<file path="src/design/pls_ram.sv">
`timescale 1ns / 1ps
`default_nettype none
// ----------------------------------------------------------------------------
// pls_ram
// Generic single-port synchronous RAM with a registered read.
// ----------------------------------------------------------------------------
module pls_ram #(
   parameter int WIDTH = 8,
   parameter int DEPTH = 256
) (
   input  wire logic                     clock,
   input  wire logic                     we,
   input  wire logic [$clog2(DEPTH)-1:0] addr,
   input  wire logic [WIDTH-1:0]         wdata,
   output logic [WIDTH-1:0]              rdata
);

   logic [WIDTH-1:0] mem [DEPTH];
   logic [WIDTH-1:0] rdata_ff;

   always_ff @(posedge clock) begin
      if (we) begin
         mem[addr] <= wdata;
      end
      rdata_ff <= mem[addr];
   end

   assign rdata = rdata_ff;

endmodule

`default_nettype wire

</file>
<file path="config.mk">
export PLATFORM = sky130hd
export DESIGN_NAME = pls_ram
export DESIGN_NICKNAME = d
export VERILOG_FILES = /design/src/design/pls_ram.sv
export SDC_FILE = /design/constraint.sdc
export NUM_CORES = 2
export LEC_CHECK = 0
export BUFFER_PORTS_ARGS = -buffer_cell sky130_fd_sc_hd__buf_2
export CAP_MARGIN = 20
export CORE_UTILIZATION = 30
export DETAILED_ROUTE_END_ITERATION = 7
export PLACE_DENSITY = 0.41
export SLEW_MARGIN = 20
export SYNTH_ARGS = -nofsm -noshare
export SYNTH_HDL_FRONTEND = slang
export SYNTH_SLANG_ARGS = --single-unit
</file>
<file path="constraint.sdc">
create_clock -name clock -period 5.6 [get_ports clock]
set_clock_uncertainty 0.05 [all_clocks]
set_input_delay 0.28 -clock clock [delete_from_list [all_inputs] [get_ports clock]]
set_output_delay 0.28 -clock clock [all_outputs]
set_load 0.01 [all_outputs]
</file>
# Word-level counts from Yosys, hierarchy flattened
# Memories as Yosys holds them, arrays and structs flattened. A register that Yosys moved wholly into a read port is not among the register bits.
# Cells that the tools add are included.
dict set report word_totals {
  regBits 0
  latchBits 0
  ramBits 2048
  mem_bits_ro 0
  out_inout_bits 8
  wordCells 3
  mem_count 1
}
dict set report classes {
  add_sub_neg 0
  mul 0
  div_mod_pow 0
  n_lt_le_gt_ge 0
  eq_ne 0
  shifts 0
  mux 2
  bitwise 0
  n_reduce_logical 0
}
# memory depth width read_ports rd_clocked_by_memory_dff write_ports line
set memory_table {}
lappend memory_table {mem 256 8 1 1 1 18} ;# logic [WIDTH-1:0] mem [DEPTH];
# cell count
set ops {}
lappend ops {{$mux W1} 2}

# Depth between registers and ports, before layout
dict set report depth {
  depth_word 2
  mapped_depth 10
  mapped_depth_nobuf 5
}

# Worst setup path after synthesis
# OpenSTA, ideal clock, no wires.
dict set report synth_timing {
  path_kind {input to register}
  startpoint {input addr[1]}
  endpoint {memory mem[111][0], enable pin}
  setup_ps 370
  t_arrival_ps 2129
  required_time_ps 5180
  path_slack_ps 3051
  cell_stages 9
  path_cell_list {buf_2 > clkbuf_1 > clkbuf_1 > nand2_1 > buf_2 > nor2_1 > nand2_1 > clkbuf_1 > nor2_1}
}
# item line
set synth_rtl {}
lappend synth_rtl {{start: declaration} 13} ;# input wire logic [$clog2(DEPTH)-1:0] addr,
lappend synth_rtl {{end: declaration} 18}
# No word-level cell before the write port.

==> impl_results.html <==
<table>
<tr><th>Metric</th><th>Value</th></tr>
<tr><th colspan="2">Status</th></tr>
<tr><td>Run status</td><td>complete, no violations</td></tr>
<tr><th colspan="2">Final layout</th></tr>
<tr><td>Fraction of final layout cells with drive strength greater than 1</td><td>26.1%</td></tr>
<tr><td>Area growth, synth to finish</td><td>15.5%</td></tr>
<tr><td>Number of nets in the layout</td><td>3724</td></tr>
<tr><td>Number of fill cells</td><td>24170</td></tr>
<tr><td>Final Non-Filler Cells</td><td>7401</td></tr>
<tr><td>Design area</td><td>90600 sq um</td></tr>
<tr><th colspan="2">Synthesis</th></tr>
<tr><td>Share of synthesized area occupied by flip-flops and latches</td><td>78.6%</td></tr>
<tr><td>Asr flop ratio synth</td><td>0%</td></tr>
<tr><td>Leading cell type by number of instances after synthesis</td><td>sky130_fd_sc_hd__edfxtp_1</td></tr>
<tr><td>Main synth FF type</td><td>sky130_fd_sc_hd__edfxtp_1</td></tr>
<tr><td>Cell type with the highest aggregate area in the netlist</td><td>sky130_fd_sc_hd__edfxtp_1</td></tr>
<tr><td>Top post-synthesis cells by area</td><td>sky130_fd_sc_hd__edfxtp_1 (78%), sky130_fd_sc_hd__mux4_2 (15%), sky130_fd_sc_hd__a22oi_1 (2.4%)</td></tr>
<tr><td>Share of Yosys cell area claimed by the top area cell type</td><td>78.3%</td></tr>
<tr><td>Synthesized netlist cell count</td><td>3547</td></tr>
<tr><td>Yosys warning count</td><td>0</td></tr>
<tr><td>Total of flip-flops plus latches after synthesis</td><td>2056</td></tr>
<tr><td>Number of synthesized flops with an enable pin</td><td>2048</td></tr>
<tr><td>Post-synthesis average cell area</td><td>22.1 sq um</td></tr>
<tr><td>Synth Cell Area</td><td>78500 sq um</td></tr>
<tr><td>Number of distinct library cells after synthesis</td><td>22</td></tr>
<tr><td>Mapped Nets</td><td>3565</td></tr>
<tr><td>Top cells by count, synth</td><td>sky130_fd_sc_hd__edfxtp_1 (2048), sky130_fd_sc_hd__mux4_2 (512), sky130_fd_sc_hd__a22oi_1 (256), sky130_fd_sc_hd__nor2_1 (232), sky130_fd_sc_hd__clkbuf_1 (145)</td></tr>
<tr><th colspan="2">STA</th></tr>
<tr><td>Number of max-slew violations in the final report</td><td>0</td></tr>
<tr><td>Final worst-path cycle share</td><td>60.7%</td></tr>
<tr><td>Worst slew margin</td><td>16.8%</td></tr>
<tr><td>RSZ-0062 raised after global routing</td><td>no</td></tr>
<tr><td>Final setup violation count</td><td>0</td></tr>
<tr><td>PnR worst setup slack</td><td>2200 ps</td></tr>
<tr><td>Final-layout setup total negative slack</td><td>0 ps</td></tr>
<tr><td>Worst-margin pin slew</td><td>1230 ps</td></tr>
<tr><td>Peak clock frequency supported by timing</td><td>0.294 GHz</td></tr>
<tr><td>Endpoints failing hold</td><td>0</td></tr>
<tr><td>Min cycle time layout</td><td>3400 ps</td></tr>
<tr><th colspan="2">Route</th></tr>
<tr><td>First-pass iteration count of the detailed router</td><td>5</td></tr>
<tr><td>Count of nets left with antenna violations after detail routing</td><td>0</td></tr>
<tr><td>Wire length reported by the detailed router</td><td>217 mm</td></tr>
<tr><td>Number of design rule violations left after detail routing</td><td>0</td></tr>
<tr><td>Vias/cell</td><td>4.93</td></tr>
<tr><td>Routed via count</td><td>36523</td></tr>
<tr><td>Wire length per cell</td><td>29.3 um</td></tr>
<tr><td>Drt initial violations</td><td>3319</td></tr>
<tr><th colspan="2">GRT</th></tr>
<tr><td>Number of global-route vias before repair</td><td>38398</td></tr>
<tr><td>Global route hottest layer</td><td>met2</td></tr>
<tr><td>Overall fraction of global-route tracks in use</td><td>16.5%</td></tr>
<tr><td>Initial antenna violation count</td><td>13</td></tr>
<tr><td>Global-route met3 utilization</td><td>2.51%</td></tr>
<tr><td>Remaining global-route overflow</td><td>0</td></tr>
<tr><td>Met1 routing resource usage after global routing</td><td>23.2%</td></tr>
<tr><td>Maximum number of pins on one net before global-route repair</td><td>150</td></tr>
<tr><td>Met2 Usage GRT</td><td>26.7%</td></tr>
<tr><td>Wire length of the first global-routing pass</td><td>307 mm</td></tr>
<tr><th colspan="2">Pwr</th></tr>
<tr><td>Combinational cell fraction of total power</td><td>4.5%</td></tr>
<tr><td>VDD IR-drop max</td><td>0.270 mV</td></tr>
<tr><td>Switching power total</td><td>7200 uW</td></tr>
<tr><td>Fraction of power consumed by sequential logic</td><td>51.7%</td></tr>
<tr><td>Switching share of power</td><td>21.9%</td></tr>
<tr><td>Power Internal</td><td>25700 uW</td></tr>
<tr><td>Cell Pwr Density</td><td>363 nW/um^2</td></tr>
<tr><td>Total design power</td><td>32900 uW</td></tr>
<tr><td>Fraction of power consumed by the clock network</td><td>43.8%</td></tr>
<tr><td>Reported leakage power</td><td>0.0270 uW</td></tr>
<tr><th colspan="2">Floorplanning</th></tr>
<tr><td>Overall die height</td><td>514 um</td></tr>
<tr><td>Row Count</td><td>187</td></tr>
<tr><td>Starting Density</td><td>30.2%</td></tr>
<tr><td>Die area</td><td>264000 sq um</td></tr>
<tr><td>Standard cell core area</td><td>260000 sq um</td></tr>
<tr><td>IO Pins</td><td>26</td></tr>
<tr><td>Die Width</td><td>514 um</td></tr>
<tr><th colspan="2">Clock network</th></tr>
<tr><td>Num CTS Buffers</td><td>222</td></tr>
<tr><td>Longest Clk Path Bufs</td><td>3</td></tr>
<tr><td>TritonCTS clock tree</td><td>yes</td></tr>
<tr><td>Clock Pin Slew Worst Setup and Hold Paths</td><td>60 ps</td></tr>
<tr><td>Total number of clock tree sinks</td><td>2056</td></tr>
<tr><td># H-tree levels</td><td>4</td></tr>
<tr><td>Clock latency at the later pin of the worst-skew pair</td><td>850 ps</td></tr>
<tr><td>Clk root buf</td><td>sky130_fd_sc_hd__clkbuf_16</td></tr>
<tr><th colspan="2">Placed design</th></tr>
<tr><td>Placed standard-cell area</td><td>83400 sq um</td></tr>
<tr><td>Port-buffer cells</td><td>25</td></tr>
<tr><td>DPL Wire Length</td><td>125 mm</td></tr>
<tr><td>Pre-CTS setup slack</td><td>1230 ps</td></tr>
<tr><td>Routability Congestion</td><td>0.733</td></tr>
<tr><td>Number of placed instances with taps included</td><td>6968</td></tr>
<tr><th colspan="2">Setup path</th></tr>
<tr><td>Path type of the worst setup path</td><td>in2reg</td></tr>
<tr><td>Top fanout value on the critical path</td><td>40</td></tr>
<tr><td>Worst setup SP type</td><td>input pin</td></tr>
<tr><td>Data arrival time of the critical path</td><td>4020 ps</td></tr>
<tr><td>Critical path required time</td><td>6220 ps</td></tr>
<tr><td>Capturing element type of the critical path</td><td>register</td></tr>
<tr><th colspan="2">Worst hold path</th></tr>
<tr><td>Tightest Hold Check Type</td><td>in2reg</td></tr>
<tr><th colspan="2">Job</th></tr>
<tr><td>Number of max-cap violations</td><td>0</td></tr>
</table>
[area by class of cell]
| class | instances | area [sq um] | share of cell area [%] |
|---|---|---|---|
| tap | 3496 | 4370 | 4.83 |
| sequential | 2056 | 61700 | 68.0 |
| multi-input combinational | 1258 | 15900 | 17.5 |
| timing repair buffer | 167 | 1590 | 1.76 |
| clock inverter | 138 | 1230 | 1.36 |
| antenna | 5 | 12.5 | 0.0138 |
| inverter | 1 | 3.75 | 0.00414 |
| clock buffer | 280 | 5870 | 6.47 |
[per-layer routing]
metal / wire length [um] / vias up
met3: 9710 / 273
met1: 98000 / 19958
met5: 28 / -
met4: 4680 / 4
met2: 105000 / 845
li1: - / 15443
[stage by stage]
stage / hold slack (ps) / utilization (%)
6_report: 79.3 / 34.9
2_1_floorplan: 329 / -
5_1_grt: 83.9 / 34.9
3_5_place_dp: 704 / 32.1
3_3_place_gp: 703 / 32.1
4_1_cts: 1.56 / 34.9
[registers in the layout, summed over array words and instances (netlist names)]
name   flops
rdata      8
mem     2048
[worst max-delay path: stages]
cell and delay [ps]:
sky130_fd_sc_hd__buf_8 270, sky130_fd_sc_hd__buf_4 600, sky130_fd_sc_hd__buf_4 650, sky130_fd_sc_hd__mux4_2 400
sky130_fd_sc_hd__a22oi_1 240, sky130_fd_sc_hd__a21oi_1 190, sky130_fd_sc_hd__o41ai_1 1100, sky130_fd_sc_hd__nand4_1 150
[cells by family (layout without fill, tap and decap cells)]
kind of cell    count (synthesis)  after routing  share of synthesized area (%)
flops                        2056           2056                           78.6
mux                           512            512                           14.7
compound gates                416            416                           3.62
simple gates                  330            330                           1.73
buf+inv                       233            586                           1.40
other cells                     0              5                              0
[path summary, 6_finish.rpt]
| kind | to | startpoint | slack (ps) | cells after the start |
|---|---|---|---|---|
| worst min register to register | rdata[5]$_DFF_P_ | mem[30][5]$_DFFE_PP_ | 920 | 5 |
| worst min-delay path | rdata[2]$_DFF_P_ | addr[6] | 80 | 6 |
| worst max register to register | rdata[3]$_DFF_P_ | mem[124][3]$_DFFE_PP_ | 2650 | 6 |
| worst max-delay path | rdata[6]$_DFF_P_ | addr[1] | 2200 | 8 |
[layout by cell type (no fill, tap or decap), drive strengths merged]
cell type    count
nor3            30
nand4            8
nand3           13
edfxtp        2048
or2              2
a21oi          128
nand2b           6
dlygate4sd3     10
a22oi          256
dfxtp            8
buf            157
or3              1
diode            5
bufinv          18
mux4           512
nor2           232
o41ai           32
clkinv          99
clkinvlp        12
nor2b            7
inv             10
nand2           28
clkbuf         280
and2             3
[power groups by stage]
| stage | logic, uW | registers, uW | clock network (uW) |
|---|---|---|---|
| detailed placement | 1530 | 17300 | 0 |
| finish | 1480 | 17000 | 14400 |
| floorplan | 754 | 17300 | 0 |
| global route | 1580 | 17000 | 15300 |
| CTS | 1530 | 17000 | 14800 |
| global placement | 1520 | 17300 | 0 |
[repair_timing]
item	in CTS	in global routing
hold buffers	10	0
endpoints found under the hold margin	443	0
gates resized for setup	0	0
setup buffers	0	0
Note: power is estimated with default switching activity, not from simulation.
